--- config.mk ---
export PLATFORM = sky130hd
export DESIGN_NAME = pci_config_space_enumerator
export DESIGN_NICKNAME = d
export VERILOG_FILES = /design/src/rtl/pcienum_pkg.sv /design/src/rtl/pcienum_front.sv /design/src/rtl/pcienum_cmdq.sv /design/src/rtl/pcienum_back.sv /design/src/rtl/pci_config_space_enumerator.sv
export SDC_FILE = /design/constraint.sdc
export NUM_CORES = 1
export LEC_CHECK = 0
export ABC_AREA = 0
export BUFFER_PORTS_ARGS = -buffer_cell sky130_fd_sc_hd__buf_2
export CAP_MARGIN = 10
export CORE_MARGIN = 1.5
export CORE_UTILIZATION = 50
export CTS_BUF_LIST = sky130_fd_sc_hd__clkbuf_4 sky130_fd_sc_hd__clkbuf_8 sky130_fd_sc_hd__clkbuf_16
export DETAILED_ROUTE_END_ITERATION = 7
export PLACE_DENSITY = 0.72
export SYNTH_ARGS = -nofsm -noshare
export SYNTH_HDL_FRONTEND = slang
export SYNTH_SLANG_ARGS = --single-unit
export TNS_END_PERCENT = 5
--- constraint.sdc ---
create_clock -name clk -period 11.3 [get_ports clk]
set_clock_uncertainty 0.15 [all_clocks]
set_input_delay 2.26 -clock clk [delete_from_list [all_inputs] [get_ports clk]]
set_output_delay 2.26 -clock clk [all_outputs]
set_load 0.03 [all_outputs]
--- src/rtl/pcienum_pkg.sv ---
// ----------------------------------------------------------------------------
// PCI enumerator package
// Shared types and constants for the configuration space scan engine.
// ----------------------------------------------------------------------------
package pcienum_pkg;

  // Device table size and the width of the found counter.
  localparam int MAX_FOUND = 32;
  localparam int COUNT_W   = $clog2(MAX_FOUND + 1);
  localparam int INDEX_W   = 5;

  // Depth of the command queue between the front and the back.
  localparam int CMDQ_DEPTH = 4;
  localparam int CMDQ_PTR_W = $clog2(CMDQ_DEPTH);
  localparam int CMDQ_CNT_W = $clog2(CMDQ_DEPTH + 1);

  // Number of BAR records in one device.
  localparam int NUM_BARS = 6;

  // Input modes.
  localparam logic MODE_START = 1'b0;
  localparam logic MODE_READ  = 1'b1;

  // Result kinds.
  localparam logic [1:0] KIND_REQ  = 2'd0;
  localparam logic [1:0] KIND_HDR  = 2'd1;
  localparam logic [1:0] KIND_BAR  = 2'd2;
  localparam logic [1:0] KIND_DONE = 2'd3;

  // Configuration dword offsets.
  localparam logic [7:0] OFF_ID    = 8'h00;
  localparam logic [7:0] OFF_CLASS = 8'h08;
  localparam logic [7:0] OFF_HDR   = 8'h0C;
  localparam logic [7:0] OFF_IRQ   = 8'h3C;
  localparam logic [7:0] OFF_BAR0  = 8'h10;

  // Scan limits and the empty-function vendor code.
  localparam logic [7:0]  BUS_LAST    = 8'd255;
  localparam logic [4:0]  SLOT_LAST   = 5'd31;
  localparam logic [2:0]  FUNC_LAST   = 3'd7;
  localparam logic [2:0]  BAR_LAST    = 3'd5;
  localparam logic [15:0] VENDOR_NONE = 16'hFFFF;

  // One input item.
  typedef struct packed {
    logic        mode;
    logic [31:0] read_data;
  } item_t;

  // One result item.
  typedef struct packed {
    logic [1:0]  kind;
    logic        last;
    logic [7:0]  bus_number;
    logic [4:0]  slot_number;
    logic [2:0]  function_number;
    logic [7:0]  reg_offset;
    logic [4:0]  device_index;
    logic [31:0] id_word;
    logic [23:0] class_triple;
    logic [6:0]  header_kind;
    logic [7:0]  interrupt_line;
    logic [31:0] bar_value;
  } res_t;

  // Command from the front to the back. A command is an optional record
  // (a header record, possibly followed by six zero BAR records, or one BAR
  // record) and always a closing read request or done result.
  typedef struct packed {
    logic        has_hdr;
    logic        has_bar;
    logic        zero_bars;
    logic        tail_done;
    logic [7:0]  rec_bus;
    logic [4:0]  rec_slot;
    logic [2:0]  rec_func;
    logic [4:0]  index;
    logic [31:0] id;
    logic [23:0] cls;
    logic [6:0]  hdr;
    logic [7:0]  irq;
    logic [7:0]  bar_off;
    logic [31:0] bar;
    logic [7:0]  tail_bus;
    logic [4:0]  tail_slot;
    logic [2:0]  tail_func;
    logic [7:0]  tail_off;
  } cmd_t;

endpackage

--- src/rtl/pcienum_front.sv ---
// ----------------------------------------------------------------------------
// PCI enumerator front end
// Accepts start and read completion items, steps the scan cursor and the
// per-function read sequence, and issues one command per item that causes
// results.
// ----------------------------------------------------------------------------
module pcienum_front (
  input  logic                clk,
  input  logic                rst,
  input  logic                push,
  output logic                full,
  input  pcienum_pkg::item_t  item,
  output logic                q_push,
  output pcienum_pkg::cmd_t   q_cmd,
  input  logic                q_full
);
  import pcienum_pkg::*;

  // Read sequence phases.
  localparam logic [2:0] PH_IDLE   = 3'd0;
  localparam logic [2:0] PH_VENDOR = 3'd1;
  localparam logic [2:0] PH_CLASS  = 3'd2;
  localparam logic [2:0] PH_HEADER = 3'd3;
  localparam logic [2:0] PH_IRQ    = 3'd4;
  localparam logic [2:0] PH_BAR    = 3'd5;

  logic [7:0]         bus, bus_next;
  logic [4:0]         slot, slot_next;
  logic [2:0]         func, func_next;
  logic [2:0]         phase, phase_next;
  logic               mf, mf_next;
  logic [COUNT_W-1:0] found, found_next;
  logic [31:0]        held_id, held_id_next;
  logic [23:0]        held_class, held_class_next;
  logic [6:0]         held_hdr, held_hdr_next;
  logic [2:0]         bar_cnt, bar_cnt_next;

  logic               accept;
  logic [COUNT_W-1:0] found_after;
  logic               adv_full;
  logic               adv_end;
  logic               adv_func;
  logic               use_adv;
  logic [2:0]         bar_cnt_inc;

  assign full   = q_full;
  assign accept = push && !full;
  assign bar_cnt_inc = 3'(bar_cnt + 3'd1);

  // Advance decision: the count seen is the one after this item's update.
  assign found_after = (phase == PH_IRQ) ? COUNT_W'(found + COUNT_W'(1)) : found;
  assign adv_full    = found_after >= COUNT_W'(MAX_FOUND);
  assign adv_func    = mf && (func != FUNC_LAST);
  assign adv_end     = !adv_func && (slot == SLOT_LAST) && (bus == BUS_LAST);

  // Next state and command for the accepted item.
  always_comb begin
    bus_next        = bus;
    slot_next       = slot;
    func_next       = func;
    phase_next      = phase;
    mf_next         = mf;
    found_next      = found;
    held_id_next    = held_id;
    held_class_next = held_class;
    held_hdr_next   = held_hdr;
    bar_cnt_next    = bar_cnt;
    use_adv         = 1'b0;
    q_push          = 1'b0;
    q_cmd           = '0;
    q_cmd.rec_bus   = bus;
    q_cmd.rec_slot  = slot;
    q_cmd.rec_func  = func;
    q_cmd.tail_bus  = bus;
    q_cmd.tail_slot = slot;
    q_cmd.tail_func = func;

    if (accept) begin
      if (item.mode == MODE_START) begin
        bus_next        = '0;
        slot_next       = '0;
        func_next       = '0;
        mf_next         = 1'b0;
        found_next      = '0;
        held_id_next    = '0;
        held_class_next = '0;
        held_hdr_next   = '0;
        bar_cnt_next    = '0;
        phase_next      = PH_VENDOR;
        q_push          = 1'b1;
        q_cmd.tail_bus  = '0;
        q_cmd.tail_slot = '0;
        q_cmd.tail_func = '0;
        q_cmd.tail_off  = OFF_ID;
      end else begin
        case (phase)
          PH_VENDOR: begin
            q_push = 1'b1;
            if (item.read_data[15:0] == VENDOR_NONE) begin
              use_adv = 1'b1;
            end else begin
              held_id_next   = item.read_data;
              phase_next     = PH_CLASS;
              q_cmd.tail_off = OFF_CLASS;
            end
          end
          PH_CLASS: begin
            q_push          = 1'b1;
            held_class_next = item.read_data[31:8];
            phase_next      = PH_HEADER;
            q_cmd.tail_off  = OFF_HDR;
          end
          PH_HEADER: begin
            q_push = 1'b1;
            if (func == 3'd0) begin
              mf_next = item.read_data[23];
            end
            held_hdr_next  = item.read_data[22:16];
            phase_next     = PH_IRQ;
            q_cmd.tail_off = OFF_IRQ;
          end
          PH_IRQ: begin
            q_push        = 1'b1;
            q_cmd.has_hdr = 1'b1;
            q_cmd.index   = INDEX_W'(found);
            q_cmd.id      = held_id;
            q_cmd.cls     = held_class;
            q_cmd.hdr     = held_hdr;
            q_cmd.irq     = item.read_data[7:0];
            found_next    = found_after;
            if (held_hdr == 7'd0) begin
              bar_cnt_next   = '0;
              phase_next     = PH_BAR;
              q_cmd.tail_off = OFF_BAR0;
            end else begin
              q_cmd.zero_bars = 1'b1;
              use_adv         = 1'b1;
            end
          end
          PH_BAR: begin
            q_push        = 1'b1;
            q_cmd.has_bar = 1'b1;
            q_cmd.index   = INDEX_W'(found - COUNT_W'(1));
            q_cmd.bar     = item.read_data;
            q_cmd.bar_off = OFF_BAR0 + {3'b000, bar_cnt, 2'b00};
            if (bar_cnt < BAR_LAST) begin
              bar_cnt_next   = bar_cnt_inc;
              q_cmd.tail_off = OFF_BAR0 + {3'b000, bar_cnt_inc, 2'b00};
            end else begin
              use_adv = 1'b1;
            end
          end
          default: begin
            // Idle: a completion with nothing pending is dropped.
            q_push = 1'b0;
          end
        endcase
      end

      // Step to the next function, slot or bus, or close the scan.
      if (use_adv) begin
        if (adv_full || adv_end) begin
          phase_next      = PH_IDLE;
          q_cmd.tail_done = 1'b1;
          q_cmd.tail_bus  = '0;
          q_cmd.tail_slot = '0;
          q_cmd.tail_func = '0;
        end else begin
          phase_next = PH_VENDOR;
          if (adv_func) begin
            func_next = 3'(func + 3'd1);
          end else begin
            func_next = '0;
            mf_next   = 1'b0;
            if (slot != SLOT_LAST) begin
              slot_next = 5'(slot + 5'd1);
            end else begin
              slot_next = '0;
              bus_next  = 8'(bus + 8'd1);
            end
          end
          q_cmd.tail_bus  = bus_next;
          q_cmd.tail_slot = slot_next;
          q_cmd.tail_func = func_next;
          q_cmd.tail_off  = OFF_ID;
        end
      end
    end
  end

  // Control state.
  always_ff @(posedge clk) begin
    if (rst) begin
      bus     <= '0;
      slot    <= '0;
      func    <= '0;
      phase   <= PH_IDLE;
      mf      <= 1'b0;
      found   <= '0;
      bar_cnt <= '0;
    end else begin
      bus     <= bus_next;
      slot    <= slot_next;
      func    <= func_next;
      phase   <= phase_next;
      mf      <= mf_next;
      found   <= found_next;
      bar_cnt <= bar_cnt_next;
    end
  end

  // Held header fields of the current function.
  always_ff @(posedge clk) begin
    held_id    <= held_id_next;
    held_class <= held_class_next;
    held_hdr   <= held_hdr_next;
  end

  // The device count never passes the table size.
  a_found_bound: assert property (@(posedge clk) disable iff (rst)
    found <= COUNT_W'(MAX_FOUND))
    else $error("found count beyond table size");

  // A done command leaves the sequence idle.
  a_done_idle: assert property (@(posedge clk) disable iff (rst)
    (q_push && q_cmd.tail_done) |=> (phase == PH_IDLE))
    else $error("scan did not go idle after done");

  // BAR reads happen only for type-0 headers.
  a_bar_type0: assert property (@(posedge clk) disable iff (rst)
    (phase == PH_BAR) |-> (held_hdr == 7'd0))
    else $error("BAR phase with non type-0 header");

endmodule

--- src/rtl/pcienum_cmdq.sv ---
// ----------------------------------------------------------------------------
// PCI enumerator command queue
// Short first-in first-out buffer of commands between the front and back.
// ----------------------------------------------------------------------------
module pcienum_cmdq (
  input  logic               clk,
  input  logic               rst,
  input  logic               wr,
  input  pcienum_pkg::cmd_t  wr_cmd,
  output logic               q_full,
  output logic               rd_valid,
  output pcienum_pkg::cmd_t  rd_cmd,
  input  logic               rd
);
  import pcienum_pkg::*;

  cmd_t                  mem [CMDQ_DEPTH];
  logic [CMDQ_PTR_W-1:0] wr_ptr;
  logic [CMDQ_PTR_W-1:0] rd_ptr;
  logic [CMDQ_CNT_W-1:0] count;
  logic                  do_wr;
  logic                  do_rd;

  assign q_full   = count == CMDQ_CNT_W'(CMDQ_DEPTH);
  assign rd_valid = count != '0;
  assign rd_cmd   = mem[rd_ptr];
  assign do_wr    = wr && !q_full;
  assign do_rd    = rd && rd_valid;

  // Storage.
  always_ff @(posedge clk) begin
    if (do_wr) begin
      mem[wr_ptr] <= wr_cmd;
    end
  end

  // Pointers and fill count.
  always_ff @(posedge clk) begin
    if (rst) begin
      wr_ptr <= '0;
      rd_ptr <= '0;
      count  <= '0;
    end else begin
      if (do_wr) begin
        wr_ptr <= CMDQ_PTR_W'(wr_ptr + 1'b1);
      end
      if (do_rd) begin
        rd_ptr <= CMDQ_PTR_W'(rd_ptr + 1'b1);
      end
      if (do_wr && !do_rd) begin
        count <= CMDQ_CNT_W'(count + 1'b1);
      end else if (do_rd && !do_wr) begin
        count <= CMDQ_CNT_W'(count - 1'b1);
      end
    end
  end

endmodule

--- src/rtl/pcienum_back.sv ---
// ----------------------------------------------------------------------------
// PCI enumerator back end
// Expands each command into its result items, which enter the result
// register one per cycle while it is empty or being popped.
// ----------------------------------------------------------------------------
module pcienum_back (
  input  logic               clk,
  input  logic               rst,
  input  logic               q_valid,
  input  pcienum_pkg::cmd_t  q_cmd,
  output logic               q_pop,
  output logic               empty,
  input  logic               pop,
  output pcienum_pkg::res_t  result
);
  import pcienum_pkg::*;

  logic [2:0] seq;
  logic [2:0] last_pos;
  logic [2:0] bar_idx;
  logic       out_valid;
  logic       load;
  res_t       res;

  assign last_pos = q_cmd.zero_bars ? 3'(NUM_BARS + 1) : {2'b00, q_cmd.has_hdr | q_cmd.has_bar};
  assign bar_idx  = 3'(seq - 3'd1);
  assign load     = q_valid && (!out_valid || pop);
  assign q_pop    = load && (seq == last_pos);
  assign empty    = !out_valid;

  // Result at the current position of the head command.
  always_comb begin
    res = '0;
    if (seq == last_pos) begin
      res.last = 1'b1;
      if (q_cmd.tail_done) begin
        res.kind = KIND_DONE;
      end else begin
        res.kind            = KIND_REQ;
        res.bus_number      = q_cmd.tail_bus;
        res.slot_number     = q_cmd.tail_slot;
        res.function_number = q_cmd.tail_func;
        res.reg_offset      = q_cmd.tail_off;
      end
    end else begin
      res.bus_number      = q_cmd.rec_bus;
      res.slot_number     = q_cmd.rec_slot;
      res.function_number = q_cmd.rec_func;
      res.device_index    = q_cmd.index;
      if (seq == 3'd0 && q_cmd.has_hdr) begin
        res.kind           = KIND_HDR;
        res.id_word        = q_cmd.id;
        res.class_triple   = q_cmd.cls;
        res.header_kind    = q_cmd.hdr;
        res.interrupt_line = q_cmd.irq;
      end else if (seq == 3'd0) begin
        res.kind       = KIND_BAR;
        res.reg_offset = q_cmd.bar_off;
        res.bar_value  = q_cmd.bar;
      end else begin
        res.kind       = KIND_BAR;
        res.reg_offset = OFF_BAR0 + {3'b000, bar_idx, 2'b00};
      end
    end
  end

  // Position within the head command.
  always_ff @(posedge clk) begin
    if (rst) begin
      seq <= '0;
    end else if (load) begin
      seq <= (seq == last_pos) ? 3'd0 : 3'(seq + 3'd1);
    end
  end

  // Result register.
  always_ff @(posedge clk) begin
    if (rst) begin
      out_valid <= 1'b0;
    end else if (load) begin
      out_valid <= 1'b1;
    end else if (pop) begin
      out_valid <= 1'b0;
    end
  end

  always_ff @(posedge clk) begin
    if (load) begin
      result <= res;
    end
  end

  // Mid-command positions only exist while the command is still at the head.
  a_seq_head: assert property (@(posedge clk) disable iff (rst)
    (seq != 3'd0) |-> q_valid)
    else $error("burst position without a command");

  // The position never runs past the final result of the head command.
  a_seq_bound: assert property (@(posedge clk) disable iff (rst)
    (seq != 3'd0) |-> (seq <= last_pos))
    else $error("burst position past the final result");

  // The final result of a command rewinds the position.
  a_seq_rewind: assert property (@(posedge clk) disable iff (rst)
    (load && res.last) |=> (seq == 3'd0))
    else $error("position not rewound after final result");

endmodule

--- src/rtl/pci_config_space_enumerator.sv ---
// ----------------------------------------------------------------------------
// PCI configuration space enumerator
// Brute-force scan of buses, slots and functions driven by configuration
// read completions; emits read requests, device and BAR records, and done.
//
//   Channel   Handshake          Payload
//   input     push / full        item   (mode, read_data)
//   result    empty / pop        result (kind, last, location, records)
//
// The front takes one item per cycle while the command queue (4 deep) has
// room. The back emits one result per cycle unless its output waits for pop,
// so an item gives 1 to 8 results: a header, six zero BARs and a request is 8.
// Reset is synchronous: the scan goes idle and both queues empty.
// full rises when the command queue is full; a result stays until popped.
// ----------------------------------------------------------------------------
module pci_config_space_enumerator (
  input  logic               clk,
  input  logic               rst,
  input  logic               push,
  output logic               full,
  input  pcienum_pkg::item_t item,
  output logic               empty,
  input  logic               pop,
  output pcienum_pkg::res_t  result
);
  import pcienum_pkg::*;

  logic q_push;
  cmd_t q_cmd_in;
  logic q_full;
  logic q_valid;
  cmd_t q_cmd_out;
  logic q_pop;

  // Front: cursor and read sequence.
  pcienum_front u_front (
    .clk    (clk),
    .rst    (rst),
    .push   (push),
    .full   (full),
    .item   (item),
    .q_push (q_push),
    .q_cmd  (q_cmd_in),
    .q_full (q_full)
  );

  // Command queue.
  pcienum_cmdq u_cmdq (
    .clk      (clk),
    .rst      (rst),
    .wr       (q_push),
    .wr_cmd   (q_cmd_in),
    .q_full   (q_full),
    .rd_valid (q_valid),
    .rd_cmd   (q_cmd_out),
    .rd       (q_pop)
  );

  // Back: result expansion.
  pcienum_back u_back (
    .clk     (clk),
    .rst     (rst),
    .q_valid (q_valid),
    .q_cmd   (q_cmd_out),
    .q_pop   (q_pop),
    .empty   (empty),
    .pop     (pop),
    .result  (result)
  );

endmodule
== Word level (Yosys, flattened, before mapping) ==
Memory sizes are Yosys's and may differ from the RTL's. A register that Yosys moved wholly into a read port is not among the register bits.
Cells that the tools add are included.

* Memories: 1
* RAM bits: 640
* Bits in registers: 238
* Word-level logic and storage cells: 189
* Output and inout bits: 137

{| class="wikitable"
|+ Memories
! memory !! depth !! bits a word !! read ports !! clocked after Yosys merged registers in !! wr ports !! line !! text
|-
| u_cmdq.mem || 4 || 160 || 1 || 1 || 1 || pcienum_cmdq.sv:17 || <nowiki>cmd_t mem [CMDQ_DEPTH];</nowiki>
|}

* Equality and inequality tests: 23
* Bitwise gates (word level): 3
* Muxes and demuxes: 85
* Reduce and logical (&&, ||, !) cells: 33
* Order comparisons: 2
* Add/subtract/negate cells: 15

{| class="wikitable"
|+ Operator list
! cell !! count
|-
| two-way mux 140 bit || 1
|-
| two-way mux 116 bit || 1
|-
| two-way mux 24 bit || 4
|-
| two-way mux 8 bit || 10
|-
| two-way mux 71 bit || 1
|-
| two-way mux 32 bit || 2
|-
| two-way mux 3 bit || 16
|-
| two-way mux 40 bit || 1
|-
| case mux 8 bit (5 select lines) || 1
|-
| two-way mux 16 bit || 2
|-
| two-way mux 5 bit || 6
|-
| two-way mux 1 bit || 25
|-
| adder 5 x 5 -> 6 bit, first input constant || 3
|-
| two-way mux 6 bit || 3
|-
| equality test 16 bit, second input constant || 1
|-
| adder 3 x 1 -> 3 bit, second input constant || 4
|-
| case mux 3 bit (4 select lines) || 1
|-
| logical AND 1 bit || 11
|-
| two-way mux 2 bit || 5
|-
| case mux 5 bit (2 select lines) || 1
|-
| equality test 3 bit, second input constant || 3
|-
| adder 8 x 1 -> 8 bit, second input constant || 1
|-
| equality test 8 bit, second input constant || 1
|-
| two-way mux 4 bit || 2
|-
| other kinds (36) || 55
|}

== Depth between registers and ports, before layout ==
Gate-level depths: netlist of run 1.

* Word-level depth: 10
* Depth in mapped cells: 13

== Cells and area by module ==
Synthesis of run 1 repeated with hierarchy kept, for this count alone.

* Cell total of the unflattened synthesis: 1794
* Area, all modules: 34320.4 um2

{| class="wikitable"
|+ By module, submodules not included
! module !! cells an instance !! area an instance (um2) !! instances !! sequential area each (um2)
|-
| pcienum_cmdq || 884 || 23522.6 || 1 || 19398.6
|-
| pcienum_back || 351 || 5487.8 || 1 || 4134.0
|-
| pcienum_front || 559 || 5310.1 || 1 || 2472.4
|}

== Worst setup path before layout of run 1 ==
No wires, ideal clock.

* Path type: input to register
* From: in item[32] in the netlist's numbering
* To: mem u_cmdq.mem[0][100] in the netlist's numbering (enable)
* Setup slack: 4.270 ns
* Setup time: 0.530 ns
* Arrival time: 6.350 ns
* Stages: 3
* Path through: clkbuf_1 -> a21oi_1 -> and2_1

* Word-level cells in the longest chain between the ends: 5

{| class="wikitable"
|+ Ends and longest elaborated chain
! element !! line !! text
|-
| start, declared || pci_config_space_enumerator.sv:21 || <nowiki>input pcienum_pkg::item_t item,</nowiki>
|-
| two-way mux 1 bit || pcienum_front.sv:79 || <nowiki>if (item.mode == MODE_START) begin</nowiki>
|-
| two-way mux 1 bit || pcienum_front.sv:78 || <nowiki>if (accept) begin</nowiki>
|-
| logical AND 1 bit || pcienum_cmdq.sv:27 || <nowiki>assign do_wr = wr && !q_full;</nowiki>
|-
| via u_cmdq.do_wr || pcienum_cmdq.sv:21 || <nowiki>logic do_wr;</nowiki>
|-
| two-way mux 1 bit || pcienum_cmdq.sv:32 || <nowiki>if (do_wr) begin</nowiki>
|-
| two-way mux 1 bit (implied by the code) || pcienum_cmdq.sv:33 || <nowiki>mem[wr_ptr] <= wr_cmd;</nowiki>
|-
| end, declared || pcienum_cmdq.sv:17 ||
|}

The timed path passes the listed nets, and every way through them passes these cells.

== Worst setup path after layout of run 1 ==
* From: in item[32] in the netlist's numbering
* To: mem u_cmdq.mem[3][67] in the netlist's numbering (enable)

The elaborated chain is that of the path after synthesis.

==> impl_metrics.csv, run 1 <==
group,metric,value,unit
logic_synthesis,synth_edf_count,802,
worst_hold_path,whs_endpoint,"u_back.out_valid$_SDFFE_PP0P_",
clock_network,cts_tree,"done",
final_layout,nets,1970,
place,dp_hpwl,38.48,mm
place,routabilityCongestion,0.7954,
sta,min_period_over_period,50.20,%
routing,drtIter0Drc,1636,
logic_synthesis,yosysUniqueCellTypes,60,
global_routing,antenna_found_initial,5,
logic_synthesis,ys.flop_type,"edfxtp_1",
worst_hold_path,hold_path_depth,2,
clock_network,postCtsHoldBufs,0,
clock_network,cts_made_buffers,84,
routing,wl_per_cell,23.74,um
routing,drc_errors,0,
setup_path,start_kind,"primary input",
place,io_buffers,169,
worst_hold_path,hold_path.class,"reg -> reg",
clock_network,cts_root_buffer,"clkbuf_16",
clock_network,cts_sinks,844,
logic_synthesis,synth.avg_cell_area,18.81,um2
global_routing,grt_max_degree,110,
floorplanning,core_area,0.06446,mm2
sta,worstMarginPinSlew,1188,ps
logic_synthesis,yosys_warnings,0,
worst_hold_path,min-delay-start,"u_back.out_valid$_SDFFE_PP0P_",
floorplanning,start_util,50.60,%
power,leakage,0.01308,uW
place,dp.cells,2684,
setup_path,required,11390,ps
logic_synthesis,synthesis.area,0.03262,mm2
clock_network,cts_resized,0,
status,status,"complete, no violations",
floorplanning,die_width,258.4,um
setup_path,r2r-end,"u_cmdq.count[2]$_SDFFE_PP0P_",
setup_path,reg2reg_depth,12,
global_routing,grt_pass1_wl,101.6,mm
sta,max_freq,176.3,MHz
setup_path,worstSetupPathType,"in -> reg",
power,irDropWorstVdd,0.2061,mV
clock_network,cts_max_path_buffers,3,
logic_synthesis,synth_top_cell_area_share,73.83,%
logic_synthesis,seq_area_frac_synth,76.41,%
power,p_per_area,241.0,mW/mm2
floorplanning,fp-row-count,93,
setup_path,cp-end-kind,"flip-flop",
setup_path,arrival,5760,ps
sta,maxSlewViolCount,0,
sta,setup_violations,0,
routing,routed-via-count,16470,
sta,period_minus_slack,5673,ps
floorplanning,die_area,0.06678,mm2
final_layout,drive_gt1_share,25.58,%
logic_synthesis,synth_common_cells,"edfxtp_1, mux4_2, and3_1",
final_layout,area_growth_syn_to_layout,13.89,%
logic_synthesis,ys_ff_latch,844,
floorplanning,die_h,258.4,um
routing,wl,67.41,mm
sta,tns,0,ps
setup_path,path_max_fanout,53,
sta,rsz0062_at_grt,"false",
sta,finalHoldViolCount,0,
routing,drtPass1Iterations,6,
sta,max_slew_margin,20.80,%
logic_synthesis,synth_cells,1734,
routing,routed_via_density,5.801,
logic_synthesis,synth_largest_area_cell,"edfxtp_1",
flow_run,drv_cap,0,
global_routing,grt_pass1_vias,16637,
clock_network,cts-htree-levels,3,
clock_network,clkTransAtPathRegs,60,ps
logic_synthesis,async_flop_share,0,%
routing,postRouteAntennaNets,0,
global_routing,grt_overflow,0,
logic_synthesis,synth.area.top_cells,"edfxtp_1, mux4_2, dfxtp_1",
floorplanning,io_pins,174,
setup_path,reg2reg_slack,6500,ps
final_layout,final_cells,2839,
logic_synthesis,yosysMostFrequentCell,"edfxtp_1",
clock_network,post_cts_buffers,0,
global_routing,grt_usage,20.30,%
clock_network,clk_latency,630,ps
[final cells by class]
cell class,count,area [um2]
timing repair buffer,191,1011
clock inverter,44,386.6
sequential,844,24930
tap,855,1070
multi-input combinational,772,7288
clock buffer,109,2372
fill,4781,27310
antenna,2,5.005
inverter,22,87.58
[sequential cells by signal, summed over array words and instances, names as in the netlist, named ones only]
name / count
u_back.result: 131
u_front.found: 6
u_front.bus: 8
u_front.held_class: 24
u_back.seq: 3
u_front.held_hdr: 7
u_front.func: 3
u_front.slot: 5
u_cmdq.mem: 608
u_back.out_valid: 1
u_front.bar_cnt: 3
u_front.held_id: 32
u_cmdq.wr_ptr: 2
u_cmdq.count: 3
u_front.mf: 1
u_cmdq.rd_ptr: 2
u_front.phase: 3
[layer usage]
metal	up-vias	part of all wire, %	wire (um)	GRT usage (%)
met4	4	2.4	1608	6.644
li1	7231	-	-	-
met5	-	0.021	14	0
met2	582	50	33430	33.19
met1	8542	41	27900	27.67
met3	111	6.6	4456	3.981
[cells in the final DEF (no fill, tap or decap), drive strengths merged, types with 32 or more instances in the layout]
cell type | Yosys | layout
edfxtp | 802 | 802
buf | 17 | 191
mux4 | 151 | 151
and3 | 114 | 114
clkbuf | 82 | 109
nor2b | 108 | 108
nand2 | 78 | 78
o21ai | 47 | 47
and2 | 45 | 45
dfxtp | 42 | 42
nor2 | 40 | 40
clkinv | 0 | 32
[per-stage QoR]
step	utilization (%)	setup slack, ps	hold WS, ps	area, um2	total power [uW]
4_1_cts	57.62	5579	325.3	37150	9062
5_1_grt	57.62	5395	360.4	37150	9309
6_report	57.63	5627	331.9	37150	8952
2_1_floorplan	-	4270	295.5	32630	5670
3_5_place_dp	53.34	4912	317.4	34390	6333
3_3_place_gp	53.34	4997	300.6	34390	6305
[critical path, stage by stage]
cell and delay, ps:
buf_2 120, buf_4 340, a21oi_1 580, and2_4 830, buf_4 780, buf_4 720
[where the power goes]
group / internal (uW) / total [uW] / switching, uW
Clock: 1600 / 2730 / 1130
Combinational: 597 / 2060 / 1460
Sequential: 4020 / 4160 / 141
[kinds of logic after synthesis]
group	synth area share (%)
xor+xnor	0.3452
buf+inv	1.481
fa+ha+maj	0.7134
simple gates	7.767
flops	76.41
mux	10.61
other cells	0.01150
compound gates	2.662
[worst max-delay path by stage]
stage,startpoint,end,slack [ps],cells after the start
finish,item[32],u_cmdq.mem[3][67]$_DFFE_PP_,5630,6
global route,item[32],u_cmdq.mem[3][24]$_DFFE_PP_,5390,6
CTS,item[32],u_cmdq.mem[3][67]$_DFFE_PP_,5580,6
detailed placement,item[32],u_cmdq.mem[1][128]$_DFFE_PP_,4910,6
global placement,item[32],u_cmdq.mem[3][26]$_DFFE_PP_,5000,6
floorplan,item[32],u_cmdq.mem[0][100]$_DFFE_PP_,4270,3
Power figures use the tool's default switching activity.
==> run 2: changes to the inputs <==
clock period = 5.8 ns   (was 11.3 ns; I/O delays follow)
==> run 2 against run 1 <==
  * Cell area fell by 0.25%
  * Global-route usage fell by 0.30 points
  * Sequential power rose by 94%
  * Utilization fell by 0.15 points
  * Via count fell by 0.12%
  * Largest power group unchanged
==> impl_metrics.csv, run 2 (synthesized netlist as in run 1, its figures left out) <==
group,metric,value,unit
setup_path,start_kind,"flip-flop",
global_routing,grt_usage,20.00,%
clock_network,clkTransAtPathRegs,60,ps
sta,period_minus_slack,3800,ps
sta,rsz0062_at_grt,"false",
sta,maxSlewViolCount,0,
clock_network,cts_tree,"done",
final_layout,antenna_cells,0,
clock_network,cts_sinks,844,
clock_network,clk_latency,630,ps
routing,drtPass1Iterations,5,
floorplanning,die_area,0.06678,mm2
power,p_per_area,464.3,mW/mm2
final_layout,regArea,0.02493,mm2
global_routing,grt_pass1_wl,100.8,mm
clock_network,cts_resized,0,
final_layout,largest_reg_flops,608,
final_layout,area_growth_syn_to_layout,13.61,%
routing,routed-via-count,16450,
global_routing,grt_pass1_vias,16804,
power,leakage,0.01303,uW
worst_hold_path,hold_path_depth,2,
floorplanning,io_pins,174,
final_layout,nets,1967,
final_layout,final_common_cell,"edfxtp_1",
worst_hold_path,min-delay-start,"u_back.out_valid$_SDFFE_PP0P_",
sta,min_period_over_period,65.51,%
worst_hold_path,hold_path.class,"reg -> reg",
routing,routed_via_density,5.817,
flow_run,drv_cap,0,
setup_path,reg2reg_depth,7,
floorplanning,core_area,0.06446,mm2
sta,max_freq,263.2,MHz
sta,setup_violations,0,
setup_path,path_max_fanout,41,
floorplanning,start_util,50.60,%
status,status,"complete, no violations",
routing,wl_per_cell,23.39,um
final_layout,drive_gt1_share,24.84,%
routing,m1WireLength,27.79,mm
setup_path,arrival,4120,ps
power,irDropWorstVdd,0.4345,mV
floorplanning,die_h,258.4,um
floorplanning,die_width,258.4,um
setup_path,cp-end-kind,"flip-flop",
sta,worstMarginPinSlew,1143,ps
setup_path,required,6120,ps
sta,tns,0,ps
global_routing,grt_overflow,0,
routing,drtIter0Drc,1553,
sta,finalHoldViolCount,0,
final_layout,regMostFlops,"u_cmdq.mem",
place,io_buffers,169,
place,dp_hpwl,37.25,mm
clock_network,cts-htree-levels,3,
global_routing,antenna_found_initial,4,
routing,wl,66.16,mm
setup_path,reg2reg_slack,2000,ps
routing,drc_errors,0,
final_layout,reg.largest.list,"u_cmdq.mem: 608 flops, u_back.result: 131 flops, u_front.held_id: 32 flops",
final_layout,multi_input_area,0.007286,mm2
final_layout,mostFrequentLayoutCells,"edfxtp_1, buf_2, mux4_2",
clock_network,postCtsHoldBufs,0,
setup_path,worstSetupPathType,"reg -> reg",
routing,postRouteAntennaNets,0,
routing,met3_length,3.977,mm
routing,routed.top_layer,"met5",
final_layout,n_fill_cell,4821,
clock_network,cts_made_buffers,80,
place,routabilityCongestion,0.8015,
sta,max_slew_margin,23.65,%
power,p_total,17200,uW
floorplanning,fp-row-count,93,
clock_network,cts_root_buffer,"clkbuf_16",
routing,wl_met2,32.94,mm
global_routing,grt_max_degree,152,
clock_network,post_cts_buffers,0,
clock_network,cts_max_path_buffers,3,
[run 2: cell count changes in the layout (fill, tap and decap cells not counted), moves of 2 or more]
cell        previous run  this run
diode_2                2         0
buf_4                 22        18
clkinvlp_4             7         2
clkinv_1              11        18
buf_12                 0         5
clkbuf_16             88        82
clkinv_2              17        10
inv_6                  1         5
clkbuf_4              19        14
[run 2: final cells by class]
cell class                      instances  share of cell area (%)
Multi-Input combinational cell        772                   19.66
Timing Repair Buffer                  192                   2.917
Tap cell                              855                   2.887
Inverter                               22                  0.2363
Clock inverter                         45                   1.128
Clock buffer                           98                   5.895
Sequential cell                       844                   67.28
[run 2: worst paths after layout]
kind,endpoint
hold reg to reg,u_back.out_valid$_SDFFE_PP0P_
setup / recovery,u_back.result[20]$_SDFFCE_PP0P_
hold / removal,u_back.out_valid$_SDFFE_PP0P_
setup reg to reg,u_back.result[20]$_SDFFCE_PP0P_
[run 2: power by group]
part	total (uW)	switching [uW]	internal, uW
registers	8090	259	7830
clock network	5130	2170	2960
logic	3980	2810	1170
[run 2: per-stage QoR]
stage / utilization [%] / instance area [um2] / hold WS (ps) / std cells / setup slack (ps)
3_5_place_dp: 53.45 / 34460 / 326.2 / 2685 / 1570
6_report: 57.49 / 37060 / 326.4 / 2828 / 2000
2_1_floorplan: - / 32630 / 295.5 / 1737 / -129.5
4_1_cts: 57.49 / 37060 / 332.7 / 2828 / 1940
5_1_grt: 57.49 / 37060 / 363.5 / 2828 / 1769
3_3_place_gp: 53.45 / 34460 / 300.0 / 2685 / 1640
[run 2: layer usage]
layer | up-vias | GRT usage (%)
met5 | - | 0
met4 | 6 | 6.205
met3 | 102 | 3.423
met2 | 545 | 32.85
met1 | 8589 | 27.61
li1 | 7208 | -
[run 2: worst max-delay path: stages (launching register included)]
cell,delay (ps)
dfxtp_4,740
mux4_2,590
nand4_1,110
o21a_1,510
buf_4,510
nand3_2,440
buf_4,380
nor2b_1,180
